[src/sv/srg_pkg.sv]
// ----------------------------------------------------------------------------
// srg_pkg: shared types and constants of the stepper ramp generator
// Opcodes, register indexes, sequencer states and the queue entry layout.
// ----------------------------------------------------------------------------
package srg_pkg;

  // Step clock rate; the speed numerator is derived from it.
  localparam int unsigned TICKS_PER_SECOND = 1000000;
  localparam logic [63:0] SPEED_NUM = 64'(TICKS_PER_SECOND) << 24;

  localparam logic [31:0] INTERVAL_FLOOR = 32'd256;
  localparam logic [31:0] STS_MAX        = 32'h7FFF_FFFF;
  localparam logic [31:0] RAMP_MAX       = 32'h7FFF_FFFF;

  localparam logic [6:0] MUL_STEPS = 7'd48;
  localparam logic [6:0] DIV_STEPS = 7'd64;

  typedef enum logic [1:0] {
    OP_TICK   = 2'd0,
    OP_MOVE   = 2'd1,
    OP_SETPOS = 2'd2,
    OP_STOP   = 2'd3
  } op_e;

  typedef enum logic [1:0] {
    CFG_ACCEL     = 2'd0,
    CFG_FIRST_INT = 2'd1,
    CFG_MIN_INT   = 2'd2,
    CFG_NONE      = 2'd3
  } cfg_idx_e;

  typedef enum logic [3:0] {
    ST_IDLE,
    ST_STS_MUL,
    ST_STS_DIV,
    ST_STOP,
    ST_DECIDE,
    ST_DELTA,
    ST_SPEED,
    ST_EMIT
  } state_e;

  typedef enum logic {
    AR_MUL,
    AR_DIV
  } arith_op_e;

  typedef struct packed {
    op_e         op;
    logic [31:0] value;
  } item_t;

  typedef struct packed {
    logic      start;
    arith_op_e op;
  } arith_req_t;

endpackage

[src/sv/srg_front.sv]
// ----------------------------------------------------------------------------
// srg_front: request intake
// Decodes each incoming request and holds it in a two-entry queue.
// ----------------------------------------------------------------------------
module srg_front (
  input  logic                 clk_i,
  input  logic                 rst_ni,
  input  logic                 in_valid_i,
  output logic                 in_stall_o,
  input  logic [1:0]           opcode_i,
  input  logic signed [31:0]   position_value_i,
  output logic                 q_valid_o,
  output srg_pkg::item_t       q_item_o,
  input  logic                 q_pop_i
);
  import srg_pkg::*;

  item_t      mem_q [2];
  logic       wr_ptr_q, rd_ptr_q;
  logic [1:0] count_q, count_d;
  logic       push, pop;
  item_t      entry;

  assign entry.op    = op_e'(opcode_i);
  assign entry.value = position_value_i;

  assign in_stall_o = (count_q == 2'd2);
  assign push       = in_valid_i && !in_stall_o;
  assign pop        = q_pop_i && (count_q != 2'd0);
  assign q_valid_o  = (count_q != 2'd0);
  assign q_item_o   = mem_q[rd_ptr_q];

  always_comb begin
    count_d = count_q;
    if (push && !pop) begin
      count_d = count_q + 2'd1;
    end else if (pop && !push) begin
      count_d = count_q - 2'd1;
    end
  end

  always_ff @(posedge clk_i or negedge rst_ni) begin
    if (!rst_ni) begin
      wr_ptr_q <= 1'b0;
      rd_ptr_q <= 1'b0;
      count_q  <= 2'd0;
    end else begin
      count_q <= count_d;
      if (push) begin
        wr_ptr_q <= !wr_ptr_q;
      end
      if (pop) begin
        rd_ptr_q <= !rd_ptr_q;
      end
    end
  end

  always_ff @(posedge clk_i) begin
    if (push) begin
      mem_q[wr_ptr_q] <= entry;
    end
  end

endmodule

[src/sv/srg_arith.sv]
// ----------------------------------------------------------------------------
// srg_arith: iterative multiply and divide unit
// Shift-add multiply (48 steps) and restoring divide (64 steps).
// ----------------------------------------------------------------------------
module srg_arith (
  input  logic                 clk_i,
  input  logic                 rst_ni,
  input  srg_pkg::arith_req_t  req_i,
  input  logic [47:0]          mul_a_i,
  input  logic [63:0]          div_num_i,
  input  logic [33:0]          div_den_i,
  output logic                 done_o,
  output logic [95:0]          prod_o,
  output logic [63:0]          quot_o
);
  import srg_pkg::*;

  logic        busy_q, done_q;
  logic [6:0]  cnt_q;
  arith_op_e   op_q;
  logic [95:0] p_q;
  logic [47:0] mcand_q;
  logic [63:0] quot_q;
  logic [33:0] rem_q, den_q;

  logic [48:0] mul_sum;
  logic [34:0] trial;
  logic        ge;

  assign mul_sum = {1'b0, p_q[95:48]} + (p_q[0] ? {1'b0, mcand_q} : 49'd0);
  assign trial   = {rem_q, quot_q[63]};
  assign ge      = trial >= {1'b0, den_q};

  assign done_o = done_q;
  assign prod_o = p_q;
  assign quot_o = quot_q;

  always_ff @(posedge clk_i or negedge rst_ni) begin
    if (!rst_ni) begin
      busy_q <= 1'b0;
      done_q <= 1'b0;
      cnt_q  <= 7'd0;
      op_q   <= AR_MUL;
    end else begin
      done_q <= busy_q && (cnt_q == 7'd1);
      if (req_i.start) begin
        busy_q <= 1'b1;
        op_q   <= req_i.op;
        cnt_q  <= (req_i.op == AR_MUL) ? MUL_STEPS : DIV_STEPS;
      end else if (busy_q) begin
        cnt_q <= cnt_q - 7'd1;
        if (cnt_q == 7'd1) begin
          busy_q <= 1'b0;
        end
      end
    end
  end

  always_ff @(posedge clk_i) begin
    if (req_i.start) begin
      if (req_i.op == AR_MUL) begin
        p_q     <= {48'd0, mul_a_i};
        mcand_q <= mul_a_i;
      end else begin
        quot_q <= div_num_i;
        den_q  <= div_den_i;
        rem_q  <= 34'd0;
      end
    end else if (busy_q) begin
      if (op_q == AR_MUL) begin
        p_q <= {mul_sum, p_q[47:1]};
      end else begin
        rem_q  <= ge ? 34'(trial - {1'b0, den_q}) : trial[33:0];
        quot_q <= {quot_q[62:0], ge};
      end
    end
  end

endmodule

[src/sv/srg_back.sv]
// ----------------------------------------------------------------------------
// srg_back: motion sequencer
// Executes queued requests, runs the ramp update and drives the result port.
// ----------------------------------------------------------------------------
module srg_back (
  input  logic                 clk_i,
  input  logic                 rst_ni,
  input  logic                 cfg_we_i,
  input  logic [1:0]           cfg_index_i,
  input  logic [31:0]          cfg_data_i,
  input  logic                 q_valid_i,
  input  srg_pkg::item_t       q_item_i,
  output logic                 q_pop_o,
  output srg_pkg::arith_req_t  ar_req_o,
  output logic [47:0]          ar_mul_a_o,
  output logic [63:0]          ar_div_num_o,
  output logic [33:0]          ar_div_den_o,
  input  logic                 ar_done_i,
  input  logic [95:0]          ar_prod_i,
  input  logic [63:0]          ar_quot_i,
  output logic                 out_valid_o,
  input  logic                 out_stall_i,
  output logic                 step_pulse_o,
  output logic                 dir_cw_o,
  output logic                 running_o,
  output logic signed [31:0]   position_now_o
);
  import srg_pkg::*;

  state_e state_q, state_d;

  logic [19:0] accel_q;
  logic [31:0] first_q, min_q;

  logic [31:0] position_q, target_q, ramp_q, interval_q, elapsed_q, sts_q;
  logic [23:0] active_q;
  logic        dir_q, step_q, stop_q, launched_q;
  logic [47:0] speed_q;

  logic        out_valid_q, out_step_q, out_dir_q, out_run_q;
  logic [31:0] out_pos_q;

  // Combinational helpers.
  logic [31:0] el_inc, pos_gap, abs_d, n_new, stop_tgt, first_cl, min_cl, new_int;
  logic [31:0] sts_sat, step_pos;
  logic        fire, dpos, dneg, dzero, sts_ge, zero_case, slot_free;
  logic [19:0] a_eff;
  logic [34:0] den;
  logic [33:0] mag, sum_int;

  assign el_inc   = (elapsed_q == 32'hFFFF_FFFF) ? elapsed_q : elapsed_q + 32'd1;
  assign fire     = (active_q != 24'd0) && (el_inc >= {8'd0, active_q});
  assign step_pos = dir_q ? position_q + 32'd1 : position_q - 32'd1;

  assign pos_gap = target_q - position_q;
  assign dzero   = (pos_gap == 32'd0);
  assign dneg    = pos_gap[31];
  assign dpos    = !dneg && !dzero;
  assign abs_d   = dneg ? 32'(-pos_gap) : pos_gap;
  assign sts_ge  = sts_q >= abs_d;
  assign zero_case = dzero && (sts_q <= 32'd1);

  always_comb begin
    n_new = ramp_q;
    if (dpos) begin
      if (!ramp_q[31] && ramp_q != 32'd0) begin
        if (sts_ge || !dir_q) n_new = 32'(-sts_q);
      end else if (ramp_q[31]) begin
        if (!sts_ge && dir_q) n_new = 32'(-ramp_q);
      end
    end else if (dneg) begin
      if (!ramp_q[31] && ramp_q != 32'd0) begin
        if (sts_ge || dir_q) n_new = 32'(-sts_q);
      end else if (ramp_q[31]) begin
        if (!sts_ge && !dir_q) n_new = 32'(-ramp_q);
      end
    end
  end

  assign stop_tgt = dir_q ? position_q + (sts_q + 32'd1) : position_q - (sts_q + 32'd1);
  assign a_eff    = (accel_q == 20'd0) ? 20'd1 : accel_q;
  assign first_cl = (first_q < INTERVAL_FLOOR) ? INTERVAL_FLOOR : first_q;
  assign min_cl   = (min_q < INTERVAL_FLOOR) ? INTERVAL_FLOOR : min_q;
  assign sts_sat  = (ar_quot_i > {32'd0, STS_MAX}) ? STS_MAX : ar_quot_i[31:0];

  // Ramp denominator 4n+1 and its magnitude.
  assign den = {ramp_q[31], ramp_q, 2'b01};
  assign mag = den[34] ? 34'(-den) : den[33:0];

  always_comb begin
    sum_int = {2'b00, interval_q} + ar_quot_i[33:0];
    if (!ramp_q[31]) begin
      new_int = interval_q - ar_quot_i[31:0];
    end else if (sum_int[33:32] != 2'b00) begin
      new_int = 32'hFFFF_FFFF;
    end else begin
      new_int = sum_int[31:0];
    end
    if (new_int < min_cl) begin
      new_int = min_cl;
    end
  end

  assign slot_free = !out_valid_q || !out_stall_i;
  assign q_pop_o   = (state_q == ST_IDLE) && q_valid_i;

  // Next state.
  always_comb begin
    state_d = state_q;
    unique case (state_q)
      ST_IDLE: begin
        if (q_valid_i) begin
          unique case (q_item_i.op)
            OP_TICK:   state_d = fire ? ST_STS_MUL : ST_EMIT;
            OP_MOVE:   state_d = (q_item_i.value != target_q) ? ST_STS_MUL : ST_EMIT;
            OP_SETPOS: state_d = ST_EMIT;
            OP_STOP:   state_d = (speed_q != 48'd0) ? ST_STS_MUL : ST_EMIT;
            default:   state_d = ST_EMIT;
          endcase
        end
      end
      ST_STS_MUL: if (ar_done_i) state_d = ST_STS_DIV;
      ST_STS_DIV: if (ar_done_i) state_d = stop_q ? ST_STOP : ST_DECIDE;
      ST_STOP:    state_d = (stop_tgt != target_q) ? ST_STS_MUL : ST_EMIT;
      ST_DECIDE: begin
        if (zero_case) begin
          state_d = ST_EMIT;
        end else if (n_new == 32'd0) begin
          state_d = ST_SPEED;
        end else begin
          state_d = ST_DELTA;
        end
      end
      ST_DELTA: if (ar_done_i) state_d = ST_SPEED;
      ST_SPEED: if (ar_done_i) state_d = ST_EMIT;
      ST_EMIT:  if (slot_free) state_d = ST_IDLE;
      default:  state_d = ST_IDLE;
    endcase
  end

  // Arithmetic unit requests.
  always_comb begin
    ar_req_o.start = 1'b0;
    ar_req_o.op    = AR_DIV;
    ar_mul_a_o     = speed_q;
    ar_div_num_o   = SPEED_NUM;
    ar_div_den_o   = {2'b00, interval_q};
    unique case (state_q)
      ST_STS_MUL: begin
        ar_req_o.start = !launched_q;
        ar_req_o.op    = AR_MUL;
      end
      ST_STS_DIV: begin
        ar_req_o.start = !launched_q;
        ar_div_num_o   = ar_prod_i[95:32];
        ar_div_den_o   = {13'd0, a_eff, 1'b0};
      end
      ST_DELTA: begin
        ar_req_o.start = !launched_q;
        ar_div_num_o   = {31'd0, interval_q, 1'b0};
        ar_div_den_o   = mag;
      end
      ST_SPEED: begin
        ar_req_o.start = !launched_q;
      end
      default: ar_req_o.start = 1'b0;
    endcase
  end

  assign out_valid_o    = out_valid_q;
  assign step_pulse_o   = out_step_q;
  assign dir_cw_o       = out_dir_q;
  assign running_o      = out_run_q;
  assign position_now_o = out_pos_q;

  always_ff @(posedge clk_i or negedge rst_ni) begin
    if (!rst_ni) begin
      state_q     <= ST_IDLE;
      launched_q  <= 1'b0;
      accel_q     <= 20'd1;
      first_q     <= 32'd244738048;
      min_q       <= 32'd256000000;
      position_q  <= 32'd0;
      target_q    <= 32'd0;
      ramp_q      <= 32'd0;
      interval_q  <= 32'd0;
      active_q    <= 24'd0;
      elapsed_q   <= 32'd0;
      dir_q       <= 1'b0;
      speed_q     <= 48'd0;
      sts_q       <= 32'd0;
      step_q      <= 1'b0;
      stop_q      <= 1'b0;
      out_valid_q <= 1'b0;
    end else begin
      state_q <= state_d;
      if (state_d != state_q) begin
        launched_q <= 1'b0;
      end else if (ar_req_o.start) begin
        launched_q <= 1'b1;
      end

      if (cfg_we_i) begin
        unique case (cfg_idx_e'(cfg_index_i))
          CFG_ACCEL:     accel_q <= cfg_data_i[19:0];
          CFG_FIRST_INT: first_q <= cfg_data_i;
          CFG_MIN_INT:   min_q   <= cfg_data_i;
          default:       ;
        endcase
      end

      unique case (state_q)
        ST_IDLE: begin
          if (q_valid_i) begin
            step_q <= 1'b0;
            stop_q <= 1'b0;
            unique case (q_item_i.op)
              OP_TICK: begin
                if (fire) begin
                  position_q <= step_pos;
                  elapsed_q  <= 32'd0;
                  step_q     <= 1'b1;
                end else begin
                  elapsed_q <= el_inc;
                end
              end
              OP_MOVE: target_q <= q_item_i.value;
              OP_SETPOS: begin
                position_q <= q_item_i.value;
                target_q   <= q_item_i.value;
                ramp_q     <= 32'd0;
                active_q   <= 24'd0;
                speed_q    <= 48'd0;
              end
              OP_STOP: stop_q <= (speed_q != 48'd0);
              default: ;
            endcase
          end
        end
        ST_STS_DIV: if (ar_done_i) sts_q <= sts_sat;
        ST_STOP: begin
          stop_q   <= 1'b0;
          target_q <= stop_tgt;
        end
        ST_DECIDE: begin
          if (zero_case) begin
            active_q <= 24'd0;
            speed_q  <= 48'd0;
            ramp_q   <= 32'd0;
          end else if (n_new == 32'd0) begin
            interval_q <= first_cl;
            dir_q      <= dpos;
            ramp_q     <= 32'd1;
          end else begin
            ramp_q <= n_new;
          end
        end
        ST_DELTA: begin
          if (ar_done_i) begin
            interval_q <= new_int;
            if (ramp_q != RAMP_MAX) ramp_q <= ramp_q + 32'd1;
          end
        end
        ST_SPEED: begin
          if (ar_done_i) begin
            speed_q  <= ar_quot_i[47:0];
            active_q <= interval_q[31:8];
          end
        end
        ST_EMIT: begin
          if (slot_free) begin
            out_valid_q <= 1'b1;
          end
        end
        default: ;
      endcase

      if (!(state_q == ST_EMIT && slot_free) && !out_stall_i) begin
        out_valid_q <= 1'b0;
      end
    end
  end

  always_ff @(posedge clk_i) begin
    if (state_q == ST_EMIT && slot_free) begin
      out_step_q <= step_q;
      out_dir_q  <= dir_q;
      out_run_q  <= (speed_q != 48'd0) || (target_q != position_q);
      out_pos_q  <= position_q;
    end
  end

endmodule

[src/sv/stepper_trapezoid_ramp_generator_core.sv]
// ----------------------------------------------------------------------------
// stepper_trapezoid_ramp_generator_core: trapezoidal stepper speed profile
// Turns tick, move, set-position and stop requests into step pulses.
// ----------------------------------------------------------------------------
//  Channel   Handshake              Payload
//  input     in_valid_i/in_stall_o  opcode_i, position_value_i
//  result    out_valid_o/out_stall_i step_pulse_o, dir_cw_o, running_o,
//                                   position_now_o
//  config    cfg_we_i               cfg_index_i, cfg_data_i
//
// A tick without a step, a set-position and an ignored move or stop pass
// through the queue and then the sequencer's dispatch and result-write
// states. A request that recomputes the ramp runs the shared multiply/divide
// unit: one squaring, then up to three divisions (stop distance, ramp delta,
// speed); a stop request adds one more squaring and division. Reset clears
// all motion state at once. The two-entry request queue keeps accepting
// until it is full while the result register waits on out_stall_i.
// ----------------------------------------------------------------------------
module stepper_trapezoid_ramp_generator_core (
  input  logic               clk_i,
  input  logic               rst_ni,
  input  logic               in_valid_i,
  output logic               in_stall_o,
  input  logic [1:0]         opcode_i,
  input  logic signed [31:0] position_value_i,
  output logic               out_valid_o,
  input  logic               out_stall_i,
  output logic               step_pulse_o,
  output logic               dir_cw_o,
  output logic               running_o,
  output logic signed [31:0] position_now_o,
  input  logic               cfg_we_i,
  input  logic [1:0]         cfg_index_i,
  input  logic [31:0]        cfg_data_i
);
  import srg_pkg::*;

  logic        q_valid, q_pop;
  item_t       q_item;
  arith_req_t  ar_req;
  logic [47:0] ar_mul_a;
  logic [63:0] ar_div_num, ar_quot;
  logic [33:0] ar_div_den;
  logic [95:0] ar_prod;
  logic        ar_done;

  // The front end decodes requests and buffers them.
  srg_front u_front (
    .clk_i            (clk_i),
    .rst_ni           (rst_ni),
    .in_valid_i       (in_valid_i),
    .in_stall_o       (in_stall_o),
    .opcode_i         (opcode_i),
    .position_value_i (position_value_i),
    .q_valid_o        (q_valid),
    .q_item_o         (q_item),
    .q_pop_i          (q_pop)
  );

  // The sequencer owns all motion state and the result register.
  srg_back u_back (
    .clk_i          (clk_i),
    .rst_ni         (rst_ni),
    .cfg_we_i       (cfg_we_i),
    .cfg_index_i    (cfg_index_i),
    .cfg_data_i     (cfg_data_i),
    .q_valid_i      (q_valid),
    .q_item_i       (q_item),
    .q_pop_o        (q_pop),
    .ar_req_o       (ar_req),
    .ar_mul_a_o     (ar_mul_a),
    .ar_div_num_o   (ar_div_num),
    .ar_div_den_o   (ar_div_den),
    .ar_done_i      (ar_done),
    .ar_prod_i      (ar_prod),
    .ar_quot_i      (ar_quot),
    .out_valid_o    (out_valid_o),
    .out_stall_i    (out_stall_i),
    .step_pulse_o   (step_pulse_o),
    .dir_cw_o       (dir_cw_o),
    .running_o      (running_o),
    .position_now_o (position_now_o)
  );

  // One shared iterative unit does every multiply and divide of the ramp.
  srg_arith u_arith (
    .clk_i     (clk_i),
    .rst_ni    (rst_ni),
    .req_i     (ar_req),
    .mul_a_i   (ar_mul_a),
    .div_num_i (ar_div_num),
    .div_den_i (ar_div_den),
    .done_o    (ar_done),
    .prod_o    (ar_prod),
    .quot_o    (ar_quot)
  );

endmodule

[config.mk]
export PLATFORM = sky130hd
export DESIGN_NAME = stepper_trapezoid_ramp_generator_core
export DESIGN_NICKNAME = d
export VERILOG_FILES = /design/src/sv/srg_pkg.sv /design/src/sv/srg_front.sv /design/src/sv/srg_arith.sv /design/src/sv/srg_back.sv /design/src/sv/stepper_trapezoid_ramp_generator_core.sv
export SDC_FILE = /design/constraint.sdc
export NUM_CORES = 2
export LEC_CHECK = 0
export ABC_AREA = 1
export BUFFER_PORTS_ARGS = -buffer_cell sky130_fd_sc_hd__buf_2
export CORE_MARGIN = 10
export CORE_UTILIZATION = 40
export DETAILED_ROUTE_END_ITERATION = 6
export SYNTH_ARGS = -nofsm -noshare
export SYNTH_HDL_FRONTEND = slang
export SYNTH_SLANG_ARGS = --single-unit
export TNS_END_PERCENT = 100
[constraint.sdc]
create_clock -name clk_i -period 5.78 [get_ports clk_i]
set_input_delay 0.289 -clock clk_i [delete_from_list [all_inputs] [get_ports clk_i]]
set_output_delay 0.289 -clock clk_i [all_outputs]
set_load 0.05 [all_outputs]
==> impl_metrics.env <==
export IMPL_violations="design-rule violations, negative setup slack"
export IMPL_die_area_mm2=0.159
export IMPL_antenna_found_initial=1
export IMPL_slowest_stage="dfrtp_1"
export IMPL_grt_max_degree=212
export IMPL_period_share=1.12
export IMPL_cpMostUsedCell="nand2_1"
export IMPL_syn_avg_cell_area_um2=7.09
export IMPL_synth_area_mm2=0.0573
export IMPL_grt_overflow_total=0
export IMPL_drc=2
export IMPL_startpoint_type="register"
export IMPL_critPathBufInv=10
export IMPL_synth_seq_cells=749
export IMPL_h_tree_depth=3
export IMPL_worst_pin_slew_ns=1.18
export IMPL_grt_pass1_vias=54509
export IMPL_num_io_pins=110
export IMPL_grt_pass1_wl_um=335000
export IMPL_setup_worst_path_class="register to register"
export IMPL_root_buffer="clkbuf_16"
export IMPL_dieWidth_um=398
export IMPL_start_util=0.404
export IMPL_critical_path_startpoint="u_back.position_q[11]$_DFFE_PN0P_"
export IMPL_synthDistinctLibCells=68
export IMPL_synth_yosys_seq_area_share=0.361
export IMPL_cp_data_arrival_time_ns=7.06
export IMPL_required_ns=6.37
export IMPL_hold_start="out_stall_i"
export IMPL_fmax_ghz=0.154
export IMPL_coreArea_mm2=0.142
export IMPL_avgViaCountPerCell=5.49
export IMPL_tritoncts="built"
export IMPL_finClkSkew_ns=0.0293
export IMPL_synthToLayoutAreaGrowth_pct=19.0
export IMPL_cpPeakStageDelay_ns=0.39
export IMPL_post_drt_wl_per_cell_um=21.1
export IMPL_status="finished with violations"
export IMPL_async_reset_ff_frac=0.495
export IMPL_synth_edf_count=378
export IMPL_ys_warn_count=0
export IMPL_cts_buffers=87
export IMPL_clkTransAtPathRegs_ns=0.08
export IMPL_syn_nets=8494
export IMPL_place_gp_congestion=0.990
export IMPL_relSlewSlack=0.211
export IMPL_ant_nets=0
export IMPL_drtIter0Drc=6162
export IMPL_fin_util=0.480
export IMPL_grtUsageTotal=0.271
export IMPL_worst_slack_ns=-0.697
export IMPL_drive_above_1_share=0.125
export IMPL_vias=58057
export IMPL_drv_slew=0
export IMPL_rsz0062_at_grt="true"
export IMPL_rows=138
export IMPL_crit_family="simple AND/OR/NAND/NOR gates"
export IMPL_rr_startpoint="u_back.position_q[11]$_DFFE_PN0P_"
export IMPL_n_fill_cell=14319
export IMPL_clkLatencyLatePin_ns=0.72
export IMPL_finalCriticalPeriod_ns=6.48
export IMPL_min_path_type="input port to register"
export IMPL_clock_path_buffers=3
export IMPL_cts_sinks=749
export IMPL_setup_violations_final=40
export IMPL_synth_flop_cell="edfxtp_1"
export IMPL_finalNetCount=9026
export IMPL_dp_slack_ns=-0.894
export IMPL_io_buffer_count=109
export IMPL_dp_hpwl_um=170000
export IMPL_die_height_um=398
export IMPL_hold_violations=0
export IMPL_wirelength_um=223000
export IMPL_drt_pass1_iterations=7
export IMPL_drv_cap=0
export IMPL_crit_path_end_kind="register"
export IMPL_synthCells=8075
export IMPL_worstPathMaxFanout=7
## tightest hold or removal path, stage by stage
cell and delay [ns]:
buf_2 0.08, nand2_1 0.19, nand2_1 0.13
## kinds of logic after synthesis
kind of cell	after synthesis	share of synthesized area
AO/OA/AOI/OAI	1532	0.146
XOR/XNOR	285	0.0442
adder cells (fa/ha/maj)	346	0.0765
buffers and inverters	1379	0.0924
flip-flops	749	0.361
multiplexers	17	0.00297
other	1	0.0000655
AND/OR/NAND/NOR	3766	0.277
## layout by cell type, fill, tap and decap left out, drive strengths merged, types with 65 or more instances in the layout
cell type / instances
a21oi: 473
buf: 698
clkbuf: 122
dfrtp: 353
dlygate4sd3: 65
edfxtp: 378
ha: 339
inv: 1050
nand2: 2193
nand3: 570
nand4: 165
nor2: 601
nor3: 98
nor4: 66
o21ai: 780
xor2: 229
## stage by stage
step	std cells	instance area [µm²]	setup TNS, ns	hold WS [ns]
2_1_floorplan	8075	57300	0	-0.00659
4_1_cts	10560	67500	-24.89	0.00286
3_3_place_gp	10290	63300	-27.56	0.258
3_5_place_dp	10290	63300	-30.57	0.256
5_1_grt	10569	68100	-48.38	0.00532
6_report	10570	68100	-24.86	0.0119
## what timing repair did
item	in CTS	in global routing
setup buffers	37	10
cloned	7	5
resized for setup	52	162
hold buffers	65	0
endpoints found under the setup margin	39	69
endpoints found under the hold margin	188	0
pin swaps	13	59
## routing by layer
| layer | global-route usage | wire length (µm) | up-vias |
|---|---|---|---|
| met1 | 0.394 | 102000 | 27509 |
| li1 | - | - | 27896 |
| met2 | 0.410 | 95400 | 2294 |
| met4 | 0.0827 | 7180 | 2 |
| met5 | 0 | 20 | - |
| met3 | 0.0434 | 18200 | 356 |
## registers in the layout, indices dropped and copies added, names as in the netlist, 33 cells and up
name / count
u_arith.prod_o: 96
u_front.mem_q: 68
u_arith.quot_o: 64
u_arith.mcand_q: 48
u_back.ar_mul_a_o: 48
u_arith.rem_q: 34
u_arith.den_q: 33
## layout make-up
| type | instances | area [µm²] | share of cell area |
|---|---|---|---|
| tap | 1890 | 2360 | 0.0347 |
| sequential | 749 | 20700 | 0.303 |
| antenna | 1 | 2.50 | 0.0000367 |
| clock inverter | 43 | 503 | 0.00738 |
| inverter | 1054 | 3970 | 0.0583 |
| clock buffer | 118 | 2390 | 0.0351 |
| multi-input combinational | 5947 | 32000 | 0.470 |
| timing repair buffer | 768 | 6200 | 0.0911 |
## synth_stat cells (all sizes together) (165+ instances only)
| cell | number | area [µm²] |
|---|---|---|
| dfrtp | 353 | 8830 |
| ha | 339 | 4240 |
| nand4 | 165 | 1030 |
| clkbuf | 271 | 1020 |
| xor2 | 229 | 2010 |
| inv | 1037 | 3890 |
| a21oi | 473 | 2390 |
| edfxtp | 378 | 11400 |
| nor2 | 601 | 2290 |
| nand3 | 570 | 2880 |
| nand2 | 2193 | 8260 |
| o21ai | 780 | 3900 |
## final timing paths
check | endpoint | slack [ns] | cells past startpoint
hold reg to reg | u_arith.mcand_q[47]$_DFFE_PP_ | 0.44 | 0
min in group asynchronous | u_back.out_valid_o$_DFFE_PN0P_ | 0.12 | 2
max in group asynchronous | u_back.ramp_q[31]$_DFFE_PN0P_ | 4.38 | 3
setup / recovery | u_back.interval_q[13]$_DFFE_PN0P_ | -0.70 | 44
setup reg to reg | u_back.interval_q[13]$_DFFE_PN0P_ | -0.70 | 44
hold / removal | u_back.out_valid_o$_DFFE_PN0P_ | 0.01 | 3
Power is left out: the tool's default activity adds up to more than one toggle a clock period on the data nets, which glitch-free logic cannot reach.
